`src/rtl/imu_align_pkg.sv`:
```
// Shared types and constants for the accelerometer-to-gyroscope time alignment block.
// No dependencies.
`default_nettype none

package imu_align_pkg;

  localparam int unsigned TIME_W = 63;

  localparam logic KIND_ACCEL = 1'b0;
  localparam logic KIND_GYRO  = 1'b1;

  typedef enum logic [2:0] {
    ST_IDLE,
    ST_PREP,
    ST_DIV,
    ST_MUL,
    ST_DONE
  } state_e;

endpackage

`default_nettype wire

```
`src/rtl/imu_accel_to_gyro_time_align.sv`:
```
// Accelerometer-to-gyroscope time alignment: top level with bit-serial divider and multipliers.
// Depends on imu_align_pkg.
//
// Usage:
//   Input channel (in_valid_i / in_stall_o) carries one timestamped three-axis sample per
//   transaction, kind_i selecting accelerometer (0) or gyroscope (1). A gyro transaction is
//   stored and produces nothing. An accel transaction produces one result on the
//   output channel (out_valid_o / out_stall_i) once a previous accel and a gyro sample exist:
//   the accel value interpolated to the stored gyro time, the stored gyro value and its host
//   time.
//   A producing accel transaction passes through a setup state, the divider (skipped when the
//   fraction saturates to 0 or 1), the multiply state and the output register. The restoring
//   divider (one quotient bit per cycle) and the shift-add multipliers (one fraction bit per
//   cycle, three axes in parallel) do this work; one item is in work at a time.
//   Non-producing transactions do not stall the input; after a producing one the next
//   transaction is accepted only once the result has entered the output register.
//   The output register holds a result while out_stall_i is high; in_stall_o stays high until
//   a finished result enters that register, so a stalled result also holds the input.
//   Reset clears the seen flags and the output valid; the block is ready right after reset.
`default_nettype none

module imu_accel_to_gyro_time_align #(
  parameter int unsigned SAMPLE_WIDTH  = 16,
  parameter int unsigned FRACTION_BITS = 16
) (
  input  wire logic                              clk_i,
  input  wire logic                              rst_ni,

  input  wire logic                              in_valid_i,
  output logic                                   in_stall_o,
  input  wire logic                              kind_i,
  input  wire logic [imu_align_pkg::TIME_W-1:0]  sample_time_i,
  input  wire logic [imu_align_pkg::TIME_W-1:0]  host_time_i,
  input  wire logic signed [SAMPLE_WIDTH-1:0]    axis_x_i,
  input  wire logic signed [SAMPLE_WIDTH-1:0]    axis_y_i,
  input  wire logic signed [SAMPLE_WIDTH-1:0]    axis_z_i,

  output logic                                   out_valid_o,
  input  wire logic                              out_stall_i,
  output logic signed [SAMPLE_WIDTH-1:0]         accel_x_o,
  output logic signed [SAMPLE_WIDTH-1:0]         accel_y_o,
  output logic signed [SAMPLE_WIDTH-1:0]         accel_z_o,
  output logic signed [SAMPLE_WIDTH-1:0]         gyro_x_o,
  output logic signed [SAMPLE_WIDTH-1:0]         gyro_y_o,
  output logic signed [SAMPLE_WIDTH-1:0]         gyro_z_o,
  output logic [imu_align_pkg::TIME_W-1:0]       gyro_host_time_o
);

  localparam int unsigned TW    = imu_align_pkg::TIME_W;
  localparam int unsigned SW    = SAMPLE_WIDTH;
  localparam int unsigned FB    = FRACTION_BITS;
  localparam int unsigned DW    = TW + 1;
  localparam int unsigned AW    = SW + FB + 1;
  localparam int unsigned CNT_W = $clog2(FB + 2);

  localparam logic [SW-1:0]  BIAS     = SW'(1) << (SW - 1);
  localparam logic [FB:0]    ONE_FX   = (FB + 1)'(1) << FB;
  localparam logic [AW-1:0]  HALF     = AW'(1) << (FB - 1);
  localparam logic [CNT_W-1:0] DIV_LAST = CNT_W'(FB - 1);
  localparam logic [CNT_W-1:0] MUL_LAST = CNT_W'(FB);

  imu_align_pkg::state_e state_q, state_d;

  logic              accel_seen_q, gyro_seen_q;
  logic [SW-1:0]     prev_accel_q [3];
  logic [SW-1:0]     held_gyro_q  [3];
  logic [TW-1:0]     prev_time_q, gyro_time_q, gyro_host_q;

  logic [DW-1:0]     span_q, num_q, rem_q;
  logic [FB:0]       alpha_q, alpha_d, beta_q;
  logic [CNT_W-1:0]  cnt_q;
  logic [AW-1:0]     bp_sh_q [3];
  logic [AW-1:0]     bc_sh_q [3];
  logic [AW-1:0]     acc_q   [3];

  logic              out_valid_q;
  logic [SW-1:0]     out_accel_q [3];
  logic [SW-1:0]     out_gyro_q  [3];
  logic [TW-1:0]     out_host_q;

  logic [SW-1:0]     axis_in [3];
  logic              in_acc, out_free, alpha_zero, alpha_one, rem_ge, mul_enter;
  logic [DW-1:0]     rem_shift, rem_d;

  assign axis_in[0] = axis_x_i;
  assign axis_in[1] = axis_y_i;
  assign axis_in[2] = axis_z_i;

  assign in_stall_o = (state_q != imu_align_pkg::ST_IDLE);
  assign in_acc     = in_valid_i && !in_stall_o;
  assign out_free   = !out_valid_q || !out_stall_i;

  assign alpha_zero = span_q[DW-1] || (span_q == '0) || num_q[DW-1] || (num_q == '0);
  assign alpha_one  = (num_q >= span_q);

  assign rem_shift  = {rem_q[DW-2:0], 1'b0};
  assign rem_ge     = (rem_shift >= span_q);
  assign rem_d      = rem_ge ? (rem_shift - span_q) : rem_shift;

  always_comb begin
    state_d = state_q;
    unique case (state_q)
      imu_align_pkg::ST_IDLE: begin
        if (in_acc && (kind_i == imu_align_pkg::KIND_ACCEL) && accel_seen_q && gyro_seen_q) begin
          state_d = imu_align_pkg::ST_PREP;
        end
      end
      imu_align_pkg::ST_PREP: begin
        if (alpha_zero || alpha_one) begin
          state_d = imu_align_pkg::ST_MUL;
        end else begin
          state_d = imu_align_pkg::ST_DIV;
        end
      end
      imu_align_pkg::ST_DIV: begin
        if (cnt_q == DIV_LAST) begin
          state_d = imu_align_pkg::ST_MUL;
        end
      end
      imu_align_pkg::ST_MUL: begin
        if (cnt_q == MUL_LAST) begin
          state_d = imu_align_pkg::ST_DONE;
        end
      end
      imu_align_pkg::ST_DONE: begin
        if (out_free) begin
          state_d = imu_align_pkg::ST_IDLE;
        end
      end
      default: state_d = imu_align_pkg::ST_IDLE;
    endcase
  end

  always_comb begin
    alpha_d = alpha_q;
    priority case (state_q)
      imu_align_pkg::ST_PREP: begin
        if (alpha_zero) begin
          alpha_d = '0;
        end else if (alpha_one) begin
          alpha_d = ONE_FX;
        end else begin
          alpha_d = '0;
        end
      end
      imu_align_pkg::ST_DIV: alpha_d = {alpha_q[FB-1:0], rem_ge};
      imu_align_pkg::ST_MUL: alpha_d = alpha_q >> 1;
      default:               alpha_d = alpha_q;
    endcase
  end

  assign mul_enter = (state_d == imu_align_pkg::ST_MUL) && (state_q != imu_align_pkg::ST_MUL);

  always_ff @(posedge clk_i or negedge rst_ni) begin
    if (!rst_ni) begin
      state_q      <= imu_align_pkg::ST_IDLE;
      accel_seen_q <= 1'b0;
      gyro_seen_q  <= 1'b0;
      out_valid_q  <= 1'b0;
    end else begin
      state_q <= state_d;
      if (in_acc) begin
        if (kind_i == imu_align_pkg::KIND_GYRO) begin
          gyro_seen_q <= 1'b1;
        end else begin
          accel_seen_q <= 1'b1;
        end
      end
      if ((state_q == imu_align_pkg::ST_DONE) && out_free) begin
        out_valid_q <= 1'b1;
      end else if (!out_stall_i) begin
        out_valid_q <= 1'b0;
      end
    end
  end

  always_ff @(posedge clk_i) begin
    alpha_q <= alpha_d;
    if (mul_enter) begin
      beta_q <= ONE_FX - alpha_d;
    end else if (state_q == imu_align_pkg::ST_MUL) begin
      beta_q <= beta_q >> 1;
    end

    if (state_q == imu_align_pkg::ST_PREP) begin
      rem_q <= num_q;
      cnt_q <= '0;
    end else if (state_q == imu_align_pkg::ST_DIV) begin
      rem_q <= rem_d;
      cnt_q <= (cnt_q == DIV_LAST) ? '0 : cnt_q + 1'b1;
    end else if (state_q == imu_align_pkg::ST_MUL) begin
      cnt_q <= cnt_q + 1'b1;
    end

    if (in_acc) begin
      if (kind_i == imu_align_pkg::KIND_GYRO) begin
        for (int k = 0; k < 3; k++) begin
          held_gyro_q[k] <= axis_in[k];
        end
        gyro_time_q <= sample_time_i;
        gyro_host_q <= host_time_i;
      end else begin
        for (int k = 0; k < 3; k++) begin
          bp_sh_q[k]      <= AW'(prev_accel_q[k] ^ BIAS);
          bc_sh_q[k]      <= AW'(axis_in[k] ^ BIAS);
          acc_q[k]        <= HALF;
          prev_accel_q[k] <= axis_in[k];
        end
        span_q      <= {1'b0, sample_time_i} - {1'b0, prev_time_q};
        num_q       <= {1'b0, gyro_time_q} - {1'b0, prev_time_q};
        prev_time_q <= sample_time_i;
      end
    end

    if (state_q == imu_align_pkg::ST_MUL) begin
      for (int k = 0; k < 3; k++) begin
        acc_q[k]   <= acc_q[k] + (alpha_q[0] ? bc_sh_q[k] : '0)
                               + (beta_q[0]  ? bp_sh_q[k] : '0);
        bp_sh_q[k] <= bp_sh_q[k] << 1;
        bc_sh_q[k] <= bc_sh_q[k] << 1;
      end
    end

    if ((state_q == imu_align_pkg::ST_DONE) && out_free) begin
      for (int k = 0; k < 3; k++) begin
        out_accel_q[k] <= acc_q[k][FB +: SW] ^ BIAS;
        out_gyro_q[k]  <= held_gyro_q[k];
      end
      out_host_q <= gyro_host_q;
    end
  end

  assign out_valid_o      = out_valid_q;
  assign accel_x_o        = out_accel_q[0];
  assign accel_y_o        = out_accel_q[1];
  assign accel_z_o        = out_accel_q[2];
  assign gyro_x_o         = out_gyro_q[0];
  assign gyro_y_o         = out_gyro_q[1];
  assign gyro_z_o         = out_gyro_q[2];
  assign gyro_host_time_o = out_host_q;

  a_rise_from_done: assert property (@(posedge clk_i) disable iff (!rst_ni)
    $rose(out_valid_q) |-> $past(state_q) == imu_align_pkg::ST_DONE)
    else $error("result valid without a finished computation");

  a_weights_sum: assert property (@(posedge clk_i) disable iff (!rst_ni)
    (state_q == imu_align_pkg::ST_MUL && cnt_q == '0)
      |-> ((FB + 2)'(alpha_q) + (FB + 2)'(beta_q)) == (FB + 2)'(ONE_FX))
    else $error("interpolation weights do not sum to one");

  a_rem_below_span: assert property (@(posedge clk_i) disable iff (!rst_ni)
    (state_q == imu_align_pkg::ST_DIV) |-> rem_q < span_q)
    else $error("divider remainder out of range");

  a_gyro_one_cycle: assert property (@(posedge clk_i) disable iff (!rst_ni)
    (in_acc && kind_i == imu_align_pkg::KIND_GYRO) |=> state_q == imu_align_pkg::ST_IDLE)
    else $error("gyro transaction started a computation");

  a_no_lost_result: assert property (@(posedge clk_i) disable iff (!rst_ni)
    (out_valid_q && out_stall_i) |=> out_valid_q)
    else $error("stalled result dropped");

endmodule

`default_nettype wire

```
`config.mk`:
```
export PLATFORM = sky130hd
export DESIGN_NAME = imu_accel_to_gyro_time_align
export DESIGN_NICKNAME = d
export VERILOG_FILES = /design/src/rtl/imu_align_pkg.sv /design/src/rtl/imu_accel_to_gyro_time_align.sv
export SDC_FILE = /design/constraint.sdc
export NUM_CORES = 2
export LEC_CHECK = 0
export ABC_AREA = 0
export BUFFER_PORTS_ARGS = -buffer_cell sky130_fd_sc_hd__buf_2
export CELL_PAD_IN_SITES_DETAIL_PLACEMENT = 1
export CELL_PAD_IN_SITES_GLOBAL_PLACEMENT = 1
export CORE_ASPECT_RATIO = 1.4
export CORE_MARGIN = 5
export CORE_UTILIZATION = 42
export CTS_BUF_LIST = sky130_fd_sc_hd__clkbuf_8
export DETAILED_ROUTE_END_ITERATION = 10
export PLACE_DENSITY = 0.73
export SLEW_MARGIN = 0
export SYNTH_ARGS = -nofsm -noshare
export SYNTH_HDL_FRONTEND = slang
export SYNTH_SLANG_ARGS = --single-unit
```
`constraint.sdc`:
```
create_clock -name clk_i -period 25.4 [get_ports clk_i]
set_clock_uncertainty 0.05 [all_clocks]
set_input_delay 1.27 -clock clk_i [delete_from_list [all_inputs] [get_ports clk_i]]
set_output_delay 1.27 -clock clk_i [all_outputs]
set_load 0.02 [all_outputs]
```
==> impl_metrics.toml <==
[clock_network]
cts_buffer_depth = 3
cts-resized-gates = 0
tritoncts = "done"
cts.repair_timing.setup_buffer_count = 0
cts_root_buf = "sky130_fd_sc_hd__clkbuf_8"
cts_inserted_buffers = 156
sinks_on_the_clock_net = 968
clock_tree.htree_level_count = 4
worst_skew_pair.late_latency_ps = 900
ctsHoldBuffers = 0
clk_transition_reported_paths_ps = 70

[power]
power.switching_fraction = 0.415
power_per_cell_area_nw_per_um2 = 122
net-switching-power_w = 0.00309
clock_power_share = 0.179
peakVddDrop_mv = 0.110
cellInternalPower_w = 0.00435
power.share.sequential = 0.336
power.leakage_nw = 25.7
finalPower_w = 0.00744
comb_power_share = 0.485

[timing]
final_hold_violation_count = 0
worst_pin_slew_ps = 1090
postLayoutSetupSlackWorst_ps = 19960
fin_setup_tns_ps = 0
min_period_over_period = 0.214
setup-violations-final = 0
timing.fmax_ghz = 0.184
finalMaxSlewViolations = 0
timing.slew.headroom = 0.271
fin_crit_ps = 5440
rsz0062_at_grt = "false"

[place]
preCtsSetupSlack_ps = 19960
placement.io_buffers = 339
globalplace.congestion = 0.894
post-dp-hpwl_mm = 109

[floorplan]
die_h_microns = 437
die_area_sq_um = 138000
core-area_sq_um = 129000
row_count = 156
num_io_pins = 340
initial_utilization = 0.423
die_width_microns = 315

[critical_path]
r2r_slack_ps = 19960
reg2regPathDepth = 18
critical_path.endpoint_type = "flop"
cp.arrival_ps = 5970
r2r_end = "acc_q[0][25]"
crit_path_max_fanout = 58
critical_path_class = "reg -> reg"
cp.required_ps = 25940
cp-start-kind = "flop"
reg2reg_from = "beta_q[0]"

[global_routing]
antenna_found_initial = 3
grt_pass1_vias = 42500
globalRoute.totalOverflow = 0
grt_max_degree = 185
grt_pass1_wl_mm = 230
grtUsageTotal = 0.209

[yosys]
syn-mean-instance-area_sq_um = 10.8
synth_cell_types = 102
synth_enable_flop_cells = 940
post_synth_instance_area_sq_um = 54800
synth-seq-cells = 968
yosysWarningCount = 0
top_cell_type_by_total_area_after_synthesis = "sky130_fd_sc_hd__edfxtp_1"
synth_top_area_frac = 0.515
postSynthNetCount = 5693
ys_seq_area_frac = 0.526
dominantRegCellSynth = "sky130_fd_sc_hd__edfxtp_1"
synth_async_sr_flop_share = 0.00620
post_synth_inst_count = 5068
post_synth_main_area_contributors = "sky130_fd_sc_hd__edfxtp_1 (52%), sky130_fd_sc_hd__ha_1 (7.9%), sky130_fd_sc_hd__nand2_1 (4.6%)"

[routing]
drt.antenna.violating_nets = 0
num_vias = 39000
drc = 0
drt-initial-drc-count = 1678
routed_wire_length_per_instance_microns = 20.1
avgViaCountPerCell = 5.37
route.final.wire_length_mm = 146
drt_first_pass_iters = 5

[final_layout]
layout.core_utilization = 0.473
finalNetCount = 6032
layout.cells.most_common = "sky130_fd_sc_hd__edfxtp_1"
final_cell_mix = "sky130_fd_sc_hd__edfxtp_1 (940), sky130_fd_sc_hd__nand2_1 (667), sky130_fd_sc_hd__inv_1 (520), sky130_fd_sc_hd__a21oi_1 (384), sky130_fd_sc_hd__nor2_1 (353)"
synthToLayoutAreaGrowth_pct = 11.7
final_layout_size_suffix_gt1_frac = 0.116

[job]
timing.max_cap.violations = 0

[min_path]
min-delay-path-class = "in -> async"

[status]
run_status = "finished clean"
==> cell type report <==
type	count	area (sq um)
clock inverter	120	792
clock buffer	158	2170
sequential	968	28800
antenna	1	2.50
fill	14300	68200
tap	1738	2170
inverter	476	1790
multi-input combinational	3438	23500
timing repair buffer	367	1930
==> state kept, by name, summed over array words and instances, names as in the netlist, 17 cells and up <==
register and cells:
gyro_host_q 63, out_accel_q 48, prev_time_q 63, acc_q 96
alpha_q 17, bp_sh_q 96, prev_accel_q 48, held_gyro_q 48
gyro_host_time_o 63, gyro_time_q 63, span_q 64, num_q 64
beta_q 17, out_gyro_q 48, bc_sh_q 96, rem_q 63
==> metal layers <==
layer	track usage	wire, microns	vias up
li1	-	-	18800
met3	0.0276	4610	303
met5	0	0	-
met4	0.0967	6990	0
met2	0.387	76800	660
met1	0.238	57300	19300
==> how the worst max path moves through the flow <==
| stage | startpoint | endpoint | slack, ps |
|---|---|---|---|
| global placement | alpha_q[0] | acc_q[0][24] | 20160 |
| global route | beta_q[0] | acc_q[0][25] | 19580 |
| detailed placement | beta_q[0] | acc_q[0][25] | 19960 |
| CTS | beta_q[0] | acc_q[0][25] | 19920 |
| floorplan | in_valid_i | acc_q[0][0] | 2630 |
| finish | beta_q[0] | acc_q[0][25] | 19960 |
==> cells by family (layout without fill, tap and decap cells) <==
group,count (synthesis),count (layout),share of synthesized area
XOR/XNOR,253,253,0.0405
AND/OR/NAND/NOR,1582,1582,0.132
multiplexers,37,37,0.00690
adder cells (fa/ha/maj),446,446,0.115
flip-flops,968,968,0.526
AO/OA/AOI/OAI,1120,1120,0.132
other,0,1,0
buffers and inverters,662,1121,0.0468
==> cells in the mapped netlist, types with 32 or more instances <==
cell type                  count
sky130_fd_sc_hd__edfxtp_1    940
sky130_fd_sc_hd__nand2_1     668
sky130_fd_sc_hd__inv_1       476
sky130_fd_sc_hd__a21oi_1     385
sky130_fd_sc_hd__nor2_1      357
sky130_fd_sc_hd__ha_1        347
sky130_fd_sc_hd__o21ai_0     195
sky130_fd_sc_hd__a21o_1      160
sky130_fd_sc_hd__clkbuf_1    160
sky130_fd_sc_hd__xnor2_1     150
sky130_fd_sc_hd__and3_1      135
sky130_fd_sc_hd__xor2_1      103
sky130_fd_sc_hd__fa_1         99
sky130_fd_sc_hd__nand3_1      87
sky130_fd_sc_hd__nand4_1      56
sky130_fd_sc_hd__nor3_1       53
sky130_fd_sc_hd__nor4_1       51
sky130_fd_sc_hd__o21a_1       47
sky130_fd_sc_hd__a211oi_1     44
sky130_fd_sc_hd__nor2b_1      44
sky130_fd_sc_hd__o21bai_1     42
sky130_fd_sc_hd__a31oi_1      39
sky130_fd_sc_hd__nand2b_1     36
sky130_fd_sc_hd__and2_1       32
==> power groups by stage <==
stage                     clock, W  sequential (W)  combinational (W)
after CTS                  0.00138         0.00250            0.00364
final                      0.00133         0.00250            0.00361
after global placement           0         0.00252            0.00348
after detailed placement         0         0.00254            0.00361
after floorplan                  0         0.00262            0.00277
after global routing       0.00145         0.00253            0.00405
==> metrics by stage <==
| stage | hold WS [ps] | cell area (sq um) | instances |
|---|---|---|---|
| 3_5_place_dp | 355 | 58200 | 6987 |
| 4_1_cts | 74.1 | 61200 | 7265 |
| 2_1_floorplan | 350 | 54800 | 5068 |
| 6_report | 189 | 61200 | 7266 |
| 5_1_grt | 121 | 61200 | 7266 |
| 3_3_place_gp | 350 | 58200 | 6987 |
==> critical path: stages, from the launching register on <==
cell and delay (ps):
sky130_fd_sc_hd__edfxtp_1 340, sky130_fd_sc_hd__buf_4 460, sky130_fd_sc_hd__buf_4 690, sky130_fd_sc_hd__nand2_1 180, sky130_fd_sc_hd__fa_1 540, sky130_fd_sc_hd__inv_1 50
sky130_fd_sc_hd__ha_1 220, sky130_fd_sc_hd__inv_1 70, sky130_fd_sc_hd__fa_1 180, sky130_fd_sc_hd__nor2b_1 80, sky130_fd_sc_hd__o2111ai_1 270, sky130_fd_sc_hd__a31oi_1 140
sky130_fd_sc_hd__o311ai_0 560, sky130_fd_sc_hd__a21boi_0 230, sky130_fd_sc_hd__o31ai_1 490, sky130_fd_sc_hd__and2_1 250, sky130_fd_sc_hd__o21bai_1 90, sky130_fd_sc_hd__xnor2_1 150
sky130_fd_sc_hd__nor2_1 60
(Power assumes the default switching activity.)
